==> src/rtl/fcgi_pkg.sv <==
// Types and constants of the FastCGI record and PARAMS pair parser.
// No dependencies; every module file imports this package.
package fcgi_pkg;

  // Input beat: one byte of the record stream.
  typedef struct packed {
    logic [7:0] rx_byte;
    logic       restart;
  } fcgi_in_t;

  // Output beat: the byte with its tag and the current record context.
  typedef struct packed {
    logic [7:0]  byte_out;
    logic [2:0]  byte_role;
    logic [7:0]  record_kind;
    logic [15:0] request_number;
    logic [15:0] content_bytes;
    logic [15:0] pair_number;
    logic [30:0] name_length;
    logic [30:0] value_length;
    logic        pair_last;
    logic        record_last;
    logic        pair_overrun;
  } fcgi_out_t;

  // Parser phase, one-hot.
  typedef enum logic [6:0] {
    PH_HEADER     = 7'b0000001,
    PH_NAME_LEN   = 7'b0000010,
    PH_VALUE_LEN  = 7'b0000100,
    PH_NAME_DATA  = 7'b0001000,
    PH_VALUE_DATA = 7'b0010000,
    PH_OTHER      = 7'b0100000,
    PH_PADDING    = 7'b1000000
  } phase_t;

  // Byte role codes on the result.
  localparam logic [2:0] ROLE_HEADER     = 3'd0;
  localparam logic [2:0] ROLE_NAME_LEN   = 3'd1;
  localparam logic [2:0] ROLE_VALUE_LEN  = 3'd2;
  localparam logic [2:0] ROLE_NAME_DATA  = 3'd3;
  localparam logic [2:0] ROLE_VALUE_DATA = 3'd4;
  localparam logic [2:0] ROLE_OTHER      = 3'd5;
  localparam logic [2:0] ROLE_PADDING    = 3'd6;

  // Byte offsets within the 8-byte record header.
  localparam logic [2:0] HDR_VERSION  = 3'd0;
  localparam logic [2:0] HDR_TYPE     = 3'd1;
  localparam logic [2:0] HDR_REQ_HI   = 3'd2;
  localparam logic [2:0] HDR_REQ_LO   = 3'd3;
  localparam logic [2:0] HDR_LEN_HI   = 3'd4;
  localparam logic [2:0] HDR_LEN_LO   = 3'd5;
  localparam logic [2:0] HDR_PAD      = 3'd6;
  localparam logic [2:0] HDR_RESERVED = 3'd7;

  // Record type that carries name-value pairs.
  localparam logic [7:0] PARAMS_KIND = 8'd4;

  // Byte positions within a four-byte length field.
  localparam logic [1:0] LEN_POS_FIRST = 2'd0;
  localparam logic [1:0] LEN_POS_B2    = 2'd1;
  localparam logic [1:0] LEN_POS_B1    = 2'd2;
  localparam logic [1:0] LEN_POS_LAST  = 2'd3;

  // Pair counter saturation value.
  localparam logic [15:0] PAIR_MAX = 16'hffff;

  // Result of taking one byte of a length field.
  typedef struct packed {
    logic [30:0] value;
    logic [1:0]  pos;
    logic        done;
  } len_step_t;

endpackage

==> src/rtl/fastcgi_record_params_parser_core.sv <==
// Top level of the FastCGI record and PARAMS pair parser.
// Depends on fcgi_pkg, fcgi_in_stage, fcgi_step and fcgi_out_stage.

// The block takes one byte of a FastCGI record stream per beat and returns
// one result beat per byte: the byte itself, its role (header, length,
// name or value data, other content, padding), the current header fields,
// the decoded pair lengths, the pair count, and end-of-pair, end-of-record
// and overrun flags. It takes one byte every clock cycle while the result
// port is not stalled. A byte passes from the input register through the
// decode logic into the result register, from which its result is shown
// on the result port. A byte with restart set discards all parser state
// and is read as header byte 0.
module fastcgi_record_params_parser_core (
  input  logic                clk,
  input  logic                rst,
  input  logic                item_valid,
  output logic                item_ready,
  input  fcgi_pkg::fcgi_in_t  item,
  output logic                result_valid,
  input  logic                result_ready,
  output fcgi_pkg::fcgi_out_t result
);
  import fcgi_pkg::*;

  logic      held_valid;
  fcgi_in_t  held;
  logic      load_ready;
  logic      step_en;
  fcgi_out_t step_out;

  // A byte is decoded when the result register can take its beat.
  assign step_en = held_valid && load_ready;

  fcgi_in_stage u_in_stage (
    .clk        (clk),
    .rst        (rst),
    .item_valid (item_valid),
    .item_ready (item_ready),
    .item       (item),
    .held_valid (held_valid),
    .held       (held),
    .take       (step_en)
  );

  fcgi_step u_step (
    .clk     (clk),
    .rst     (rst),
    .step_en (step_en),
    .din     (held),
    .dout    (step_out)
  );

  fcgi_out_stage u_out_stage (
    .clk          (clk),
    .rst          (rst),
    .load_valid   (held_valid),
    .load_ready   (load_ready),
    .load         (step_out),
    .result_valid (result_valid),
    .result_ready (result_ready),
    .result       (result)
  );

endmodule

==> src/rtl/fcgi_in_stage.sv <==
// Input register of the FastCGI parser: holds one accepted byte beat.
// Depends on fcgi_pkg.
module fcgi_in_stage (
  input  logic             clk,
  input  logic             rst,
  input  logic             item_valid,
  output logic             item_ready,
  input  fcgi_pkg::fcgi_in_t item,
  output logic             held_valid,
  output fcgi_pkg::fcgi_in_t held,
  input  logic             take
);
  import fcgi_pkg::*;

  // The register frees up in the same cycle that the parser takes its beat.
  assign item_ready = !held_valid || take;

  always_ff @(posedge clk) begin
    if (rst) begin
      held_valid <= 1'b0;
    end else if (item_ready) begin
      held_valid <= item_valid;
    end
  end

  always_ff @(posedge clk) begin
    if (item_valid && item_ready) begin
      held <= item;
    end
  end

endmodule

==> src/rtl/fcgi_step.sv <==
// Parser state and the per-byte decode: header fields, pair lengths, data
// walk and pair counting. Depends on fcgi_pkg.
module fcgi_step (
  input  logic               clk,
  input  logic               rst,
  input  logic               step_en,
  input  fcgi_pkg::fcgi_in_t  din,
  output fcgi_pkg::fcgi_out_t dout
);
  import fcgi_pkg::*;

  // Stored parser state.
  phase_t      phase;
  logic [2:0]  hpos;
  logic [7:0]  kind;
  logic [15:0] request;
  logic [15:0] content;
  logic [15:0] content_left;
  logic [7:0]  pad_left;
  logic [1:0]  len_pos;
  logic [30:0] name_len;
  logic [30:0] value_len;
  logic [30:0] data_left;
  logic [15:0] pair_count;

  phase_t      phase_next;
  logic [2:0]  hpos_next;
  logic [7:0]  kind_next;
  logic [15:0] request_next;
  logic [15:0] content_next;
  logic [15:0] content_left_next;
  logic [7:0]  pad_left_next;
  logic [1:0]  len_pos_next;
  logic [30:0] name_len_next;
  logic [30:0] value_len_next;
  logic [30:0] data_left_next;
  logic [15:0] pair_count_next;

  // Per-byte results.
  logic [15:0] pairs_before;
  logic [15:0] remain;
  logic [31:0] len_sum;
  len_step_t   len_res;
  logic [2:0]  role;
  logic        pair_flag;
  logic        overrun;
  logic        rec_last;

  // One byte of a length field: a short form below 0x80, or four bytes
  // with the top bit of the first one masked off.
  function automatic len_step_t len_step(input logic [30:0] acc, input logic [7:0] b,
                                         input logic [1:0] pos);
    len_step_t r;
    r.value = acc;
    r.pos   = pos;
    r.done  = 1'b0;
    if (pos == LEN_POS_FIRST) begin
      if (!b[7]) begin
        r.value = {23'd0, b};
        r.done  = 1'b1;
      end else begin
        r.value = {b[6:0], 24'd0};
        r.pos   = LEN_POS_B2;
      end
    end else begin
      case (pos)
        LEN_POS_B2: r.value = acc | {7'd0, b, 16'd0};
        LEN_POS_B1: r.value = acc | {15'd0, b, 8'd0};
        default:    r.value = acc | {23'd0, b};
      endcase
      r.pos  = pos + 2'd1;
      r.done = (pos == LEN_POS_LAST);
    end
    return r;
  endfunction

  always_comb begin
    // Start from the stored state, or from the reset state on a restart beat.
    if (din.restart) begin
      phase_next        = PH_HEADER;
      hpos_next         = HDR_VERSION;
      kind_next         = '0;
      request_next      = '0;
      content_next      = '0;
      content_left_next = '0;
      pad_left_next     = '0;
      len_pos_next      = LEN_POS_FIRST;
      name_len_next     = '0;
      value_len_next    = '0;
      data_left_next    = '0;
      pair_count_next   = '0;
    end else begin
      phase_next        = phase;
      hpos_next         = hpos;
      kind_next         = kind;
      request_next      = request;
      content_next      = content;
      content_left_next = content_left;
      pad_left_next     = pad_left;
      len_pos_next      = len_pos;
      name_len_next     = name_len;
      value_len_next    = value_len;
      data_left_next    = data_left;
      pair_count_next   = pair_count;
    end

    // The first header byte opens a fresh record context.
    if (phase_next == PH_HEADER && hpos_next == HDR_VERSION) begin
      kind_next       = '0;
      request_next    = '0;
      content_next    = '0;
      pair_count_next = '0;
      name_len_next   = '0;
      value_len_next  = '0;
    end
    pairs_before = pair_count_next;

    pair_flag = 1'b0;
    overrun   = 1'b0;
    rec_last  = 1'b0;
    role      = ROLE_HEADER;
    remain    = '0;
    len_sum   = '0;
    len_res   = '0;

    case (phase_next)
      PH_PADDING: begin
        role = ROLE_PADDING;
        if (pad_left_next != 8'd0) begin
          pad_left_next = pad_left_next - 8'd1;
        end
        if (pad_left_next == 8'd0) begin
          rec_last   = 1'b1;
          phase_next = PH_HEADER;
          hpos_next  = HDR_VERSION;
        end
      end

      PH_NAME_LEN, PH_VALUE_LEN, PH_NAME_DATA, PH_VALUE_DATA, PH_OTHER: begin
        remain = (content_left_next != 16'd0) ? content_left_next - 16'd1 : 16'd0;
        case (phase_next)
          PH_NAME_LEN: begin
            role = ROLE_NAME_LEN;
            if (len_pos_next == LEN_POS_FIRST) begin
              value_len_next = '0;
            end
            len_res       = len_step(name_len_next, din.rx_byte, len_pos_next);
            name_len_next = len_res.value;
            len_pos_next  = len_res.pos;
            if (len_res.done) begin
              phase_next = PH_VALUE_LEN;
            end
          end
          PH_VALUE_LEN: begin
            role           = ROLE_VALUE_LEN;
            len_res        = len_step(value_len_next, din.rx_byte, len_pos_next);
            value_len_next = len_res.value;
            len_pos_next   = len_res.pos;
            if (len_res.done) begin
              // Check that the whole pair fits in the content left.
              len_sum = {1'b0, name_len_next} + {1'b0, value_len_next};
              if (len_sum > {16'd0, remain}) begin
                overrun = 1'b1;
              end
              if (name_len_next != 31'd0) begin
                phase_next     = PH_NAME_DATA;
                data_left_next = name_len_next;
              end else if (value_len_next != 31'd0) begin
                phase_next     = PH_VALUE_DATA;
                data_left_next = value_len_next;
              end else begin
                pair_flag    = 1'b1;
                phase_next   = PH_NAME_LEN;
                len_pos_next = LEN_POS_FIRST;
              end
            end
          end
          PH_NAME_DATA: begin
            role = ROLE_NAME_DATA;
            if (data_left_next != 31'd0) begin
              data_left_next = data_left_next - 31'd1;
            end
            if (data_left_next == 31'd0) begin
              if (value_len_next != 31'd0) begin
                phase_next     = PH_VALUE_DATA;
                data_left_next = value_len_next;
              end else begin
                pair_flag    = 1'b1;
                phase_next   = PH_NAME_LEN;
                len_pos_next = LEN_POS_FIRST;
              end
            end
          end
          PH_VALUE_DATA: begin
            role = ROLE_VALUE_DATA;
            if (data_left_next != 31'd0) begin
              data_left_next = data_left_next - 31'd1;
            end
            if (data_left_next == 31'd0) begin
              pair_flag    = 1'b1;
              phase_next   = PH_NAME_LEN;
              len_pos_next = LEN_POS_FIRST;
            end
          end
          default: begin
            role = ROLE_OTHER;
          end
        endcase

        // End of content: a pair cut short is closed and flagged, then on
        // to the padding or the next header.
        content_left_next = remain;
        if (remain == 16'd0) begin
          if (role != ROLE_OTHER && !pair_flag &&
              (phase_next != PH_NAME_LEN || len_pos_next != LEN_POS_FIRST)) begin
            pair_flag = 1'b1;
            overrun   = 1'b1;
          end
          len_pos_next   = LEN_POS_FIRST;
          data_left_next = '0;
          hpos_next      = HDR_VERSION;
          if (pad_left_next != 8'd0) begin
            phase_next = PH_PADDING;
          end else begin
            phase_next = PH_HEADER;
            rec_last   = 1'b1;
          end
        end
      end

      default: begin
        // Header bytes; any stray phase code is read as a header too.
        role       = ROLE_HEADER;
        phase_next = PH_HEADER;
        case (hpos_next)
          HDR_TYPE:   kind_next = din.rx_byte;
          HDR_REQ_HI: request_next = {din.rx_byte, 8'd0};
          HDR_REQ_LO: request_next = request_next | {8'd0, din.rx_byte};
          HDR_LEN_HI: content_next = {din.rx_byte, 8'd0};
          HDR_LEN_LO: content_next = content_next | {8'd0, din.rx_byte};
          HDR_PAD:    pad_left_next = din.rx_byte;
          HDR_RESERVED: begin
            content_left_next = content_next;
            len_pos_next      = LEN_POS_FIRST;
            data_left_next    = '0;
            if (content_next != 16'd0) begin
              phase_next = (kind_next == PARAMS_KIND) ? PH_NAME_LEN : PH_OTHER;
            end else if (pad_left_next != 8'd0) begin
              phase_next = PH_PADDING;
            end else begin
              rec_last = 1'b1;
            end
          end
          default: begin
          end
        endcase
        hpos_next = hpos_next + 3'd1;
      end
    endcase

    // Count the completed pair, saturating.
    if (pair_flag && pair_count_next != PAIR_MAX) begin
      pair_count_next = pair_count_next + 16'd1;
    end
  end

  // Result beat for the byte in the input register.
  always_comb begin
    dout.byte_out       = din.rx_byte;
    dout.byte_role      = role;
    dout.record_kind    = kind_next;
    dout.request_number = request_next;
    dout.content_bytes  = content_next;
    dout.pair_number    = pairs_before;
    dout.name_length    = name_len_next;
    dout.value_length   = value_len_next;
    dout.pair_last      = pair_flag;
    dout.record_last    = rec_last;
    dout.pair_overrun   = overrun;
  end

  // State update, once per byte taken.
  always_ff @(posedge clk) begin
    if (rst) begin
      phase        <= PH_HEADER;
      hpos         <= HDR_VERSION;
      kind         <= '0;
      request      <= '0;
      content      <= '0;
      content_left <= '0;
      pad_left     <= '0;
      len_pos      <= LEN_POS_FIRST;
      name_len     <= '0;
      value_len    <= '0;
      data_left    <= '0;
      pair_count   <= '0;
    end else if (step_en) begin
      phase        <= phase_next;
      hpos         <= hpos_next;
      kind         <= kind_next;
      request      <= request_next;
      content      <= content_next;
      content_left <= content_left_next;
      pad_left     <= pad_left_next;
      len_pos      <= len_pos_next;
      name_len     <= name_len_next;
      value_len    <= value_len_next;
      data_left    <= data_left_next;
      pair_count   <= pair_count_next;
    end
  end

endmodule

==> src/rtl/fcgi_out_stage.sv <==
// Output register of the FastCGI parser: holds one result beat until taken.
// Depends on fcgi_pkg.
module fcgi_out_stage (
  input  logic                clk,
  input  logic                rst,
  input  logic                load_valid,
  output logic                load_ready,
  input  fcgi_pkg::fcgi_out_t load,
  output logic                result_valid,
  input  logic                result_ready,
  output fcgi_pkg::fcgi_out_t result
);
  import fcgi_pkg::*;

  // A new beat may load while the current one leaves.
  assign load_ready = !result_valid || result_ready;

  always_ff @(posedge clk) begin
    if (rst) begin
      result_valid <= 1'b0;
    end else if (load_ready) begin
      result_valid <= load_valid;
    end
  end

  always_ff @(posedge clk) begin
    if (load_valid && load_ready) begin
      result <= load;
    end
  end

endmodule

==> config.mk <==
export PLATFORM = sky130hd
export DESIGN_NAME = fastcgi_record_params_parser_core
export DESIGN_NICKNAME = d
export VERILOG_FILES = /design/src/rtl/fcgi_pkg.sv /design/src/rtl/fastcgi_record_params_parser_core.sv /design/src/rtl/fcgi_in_stage.sv /design/src/rtl/fcgi_step.sv /design/src/rtl/fcgi_out_stage.sv
export SDC_FILE = /design/constraint.sdc
export NUM_CORES = 1
export LEC_CHECK = 0
export BUFFER_PORTS_ARGS = -buffer_cell sky130_fd_sc_hd__buf_4
export CELL_PAD_IN_SITES_DETAIL_PLACEMENT = 0
export CELL_PAD_IN_SITES_GLOBAL_PLACEMENT = 1
export CORE_MARGIN = 5
export CORE_UTILIZATION = 51
export CTS_BUF_LIST = sky130_fd_sc_hd__clkbuf_4 sky130_fd_sc_hd__clkbuf_8
export CTS_CLUSTER_SIZE = 14
export DETAILED_ROUTE_END_ITERATION = 8
export PLACE_DENSITY_LB_ADDON = 0.1
export SLEW_MARGIN = 5
export SYNTH_ARGS = -nofsm -noshare
export SYNTH_HDL_FRONTEND = slang
export SYNTH_SLANG_ARGS = --single-unit
export TNS_END_PERCENT = 10
==> constraint.sdc <==
create_clock -name clk -period 11.4 [get_ports clk]
set_input_delay 0.57 -clock clk [delete_from_list [all_inputs] [get_ports clk]]
set_output_delay 0.57 -clock clk [all_outputs]
set_load 0.02 [all_outputs]
==> impl_metrics.csv <==
group,metric,value,unit
layout,post-route-util,57.9,%
yosys,yosysMostFrequentCell,"nand2_1",
grt,use_met1,48.5,%
clock_network,clockBufferDepth,3,
clock_network,cts_resized,0,
min_path,hold_class,"input port to register",
yosys,ys_seq_area_share,39.3,%
routing,drt-pass1-iter-count,8,
yosys,synth_top_area_share,20.8,%
yosys,syn_area,0.0203,sq mm
yosys,yosys_most_used_dff,"dfxtp_1",
yosys,syn_nets,2578,
run_status,status,"complete, no violations",
layout,layout-drive-gt1-share,12.4,%
floorplan,io_pins,147,
setup_path,timing.rr.start,"u_in_stage.held[0]",
setup_path,worstPathRequired,11.83,ns
yosys,syn_inst,2502,
setup_path,slowest_stage,"a2111oi_0",
floorplan,start_util,51.4,%
layout,final_area,0.0229,sq mm
clock_network,cts_root_buf,"clkbuf_8",
grt,met3_usage,8.27,%
pwr,cellPowerDensity,121,mW/mm^2
grt,grt_max_degree,130,
sta,min_period,7.63,ns
clock_network,hold_buffers,0,
setup_path,slowest_delay,0.65,ns
sta,finalHoldViolations,0,
layout,seqCellArea,0.00798,sq mm
routing,drc,0,
clock_network,clock_sinks,328,
pwr,leakage,8.37,nW
setup_path,cp_max_fo,23,
layout,fin_nets,2628,
clock_network,h-tree-depth,2,
yosys,synthArstFlopShare,0,%
yosys,synth-edff-count,141,
routing,drt_wl_total,75800,microns
placed_design,place_congestion,0.989,
layout,n_antenna_cell,0,
layout,area_growth,12.6,%
floorplan,fp.coreArea,0.0395,sq mm
grt,grt_pass1_wl,115000,microns
sta,worst_pin_slew,1.07,ns
setup_path,ff2ff_path_depth,26,
setup_path,setup.worst_path.class,"register to register",
sta,clock.fmax,0.131,GHz
yosys,synth_seq_cells,328,
yosys,yosys-top-cells-count,"nand2_1, nor2_1, a21oi_1, dfxtp_1, clkbuf_1",
yosys,yosysTopAreaCell,"edfxtp_1",
sta,maxSlewHeadroom,26.5,%
min_path,hold_end,"u_in_stage.held[8]",
min_path,worstHoldStart,"item[8]",
yosys,ys_types,89,
floorplan,dieArea,0.0439,sq mm
layout,fill_cells,3634,
setup_path,r2r-end,"u_out_stage.result[0]",
sta,period_share,67.0,%
grt,busiest_layer,"met1",
floorplan,num_rows,73,
min_path,holdPathStages,1,
routing,ant_nets,0,
clock_network,clk_latency,0.70,ns
clock_network,post_cts_buffers,0,
routing,dr.first_iter.drc_count,2861,
pwr,irDropWorstVdd,99.3,uV
sta,drv_slew,0,
routing,wl_per_cell,24.3,microns
placed_design,port_buffers,146,
grt,grt-ovfl-total,0,
sta,rsz0062_at_grt,"no",
setup_path,crit_arrival,8.06,ns
layout,multi_input_area,0.0115,sq mm
clock_network,clk_pin_slew,0.07,ns
flow_run,maxCapViolations,0,
placed_design,postPlaceCellArea,0.0217,sq mm
routing,vias_per_cell,6.62,
clock_network,cts_tree,"yes",
grt,grt_use_total,32.9,%
yosys,yosys_warnings,0,
yosys,yosys-top-cells-area,"edfxtp_1, dfxtp_1, nand2_1",
sta,finalSetupViolations,0,
floorplan,die_w,210,microns
yosys,synth_area_per_cell,8.12,sq um
sta,finalSetupTns,0,ns
grt,antenna_found_initial,1,
routing,vias,20684,
sta,clock_skew,0.0355,ns
placed_design,dpl.hpwl,52800,microns
grt,grt_pass1_vias,18726,
floorplan,die_h,210,microns
grt,grtUsageMet2,47.6,%
clock_network,cts_inserted_buffers,57,
setup_path,r2r_slack,3.77,ns
setup_path,crit_path_start_kind,"register",
setup_path,endpoint_kind,"register",
[worst max path at each step]
stage | slack (ns) | from | endpoint
3_5_place_dp | 3.86 | u_in_stage.held[0] | u_out_stage.result[0]
3_3_place_gp | 4.21 | u_in_stage.held[0] | u_out_stage.result[0]
6_report | 3.77 | u_in_stage.held[0] | u_out_stage.result[0]
4_1_cts | 3.82 | u_in_stage.held[0] | u_out_stage.result[0]
5_1_grt | 3.02 | u_in_stage.held[0] | u_out_stage.result[0]
2_1_floorplan | 4.11 | u_in_stage.held[0] | u_out_stage.result[0]
[worst max-delay path, delay by kind of cell (launching register included)]
kind / cells / cell delay [ns]
compound gates: 9 / 2.54
simple gates: 9 / 2.48
buf+inv: 4 / 1.00
fa+ha+maj: 3 / 0.91
flops: 1 / 0.35
xor+xnor: 1 / 0.10
[kinds of logic (layout without fill, tap and decap cells)]
group	after synthesis	in the layout	synth area share [%]
adders and majority gates	63	63	3.92
and+or+nand+nor	1021	1021	24.0
muxes	12	12	0.628
xor gates and xnor gates	48	48	2.07
AOI/OAI and AO/OA	792	792	25.6
DFF	328	328	39.3
buffers and inverters	238	335	4.56
[state kept, by name, indices dropped and copies added, names as in the netlist, 9 cells and up]
register	count
u_step.request	16
u_in_stage.held	9
u_out_stage.result	132
u_step.content_left	16
u_step.pair_count	16
u_step.name_len	31
u_step.data_left	31
u_step.content	16
u_step.value_len	31
[power by group]
group / switching (W) / total (W) / leakage (nW) / internal (W)
sequential: 0.0000148 / 0.00126 / 2.87 / 0.00125
clock: 0.000541 / 0.00119 / 0.647 / 0.000645
combinational: 0.000233 / 0.000320 / 4.85 / 0.0000874
[cell usage in the layout (no fill, tap or decap), types with 62 or more instances in the layout]
master,count
nand3_1,71
a22oi_1,83
o21ai_0,112
ha_1,62
a21oi_1,244
edfxtp_1,141
buf_4,182
nand2_1,338
nor2_1,262
dfxtp_1,187
nor3_1,72
[per-stage QoR]
step	worst slack, ns	hold slack, ns	instances	power (W)
floorplan	4.11	0.424	2502	0.00148
global route	3.02	0.0405	3124	0.00286
CTS	3.82	0.0330	3124	0.00278
global placement	4.21	0.442	3018	0.00160
finish	3.77	0.0631	3124	0.00277
detailed placement	3.86	0.447	3018	0.00160
[cell type report]
class	instances	area share (%)
Inverter	46	0.787
Sequential cell	328	34.9
Timing Repair Buffer	183	6.02
Clock inverter	40	1.65
Multi-Input combinational cell	1936	50.1
Tap cell	525	2.87
Clock buffer	66	3.72
[layer usage]
layer	wire length [microns]	up-vias
met1	32500	9899
met4	2570	0
li1	-	9380
met2	31800	1244
met5	0	-
met3	8940	161
No activity file was read; power rests on OpenSTA's default activity.
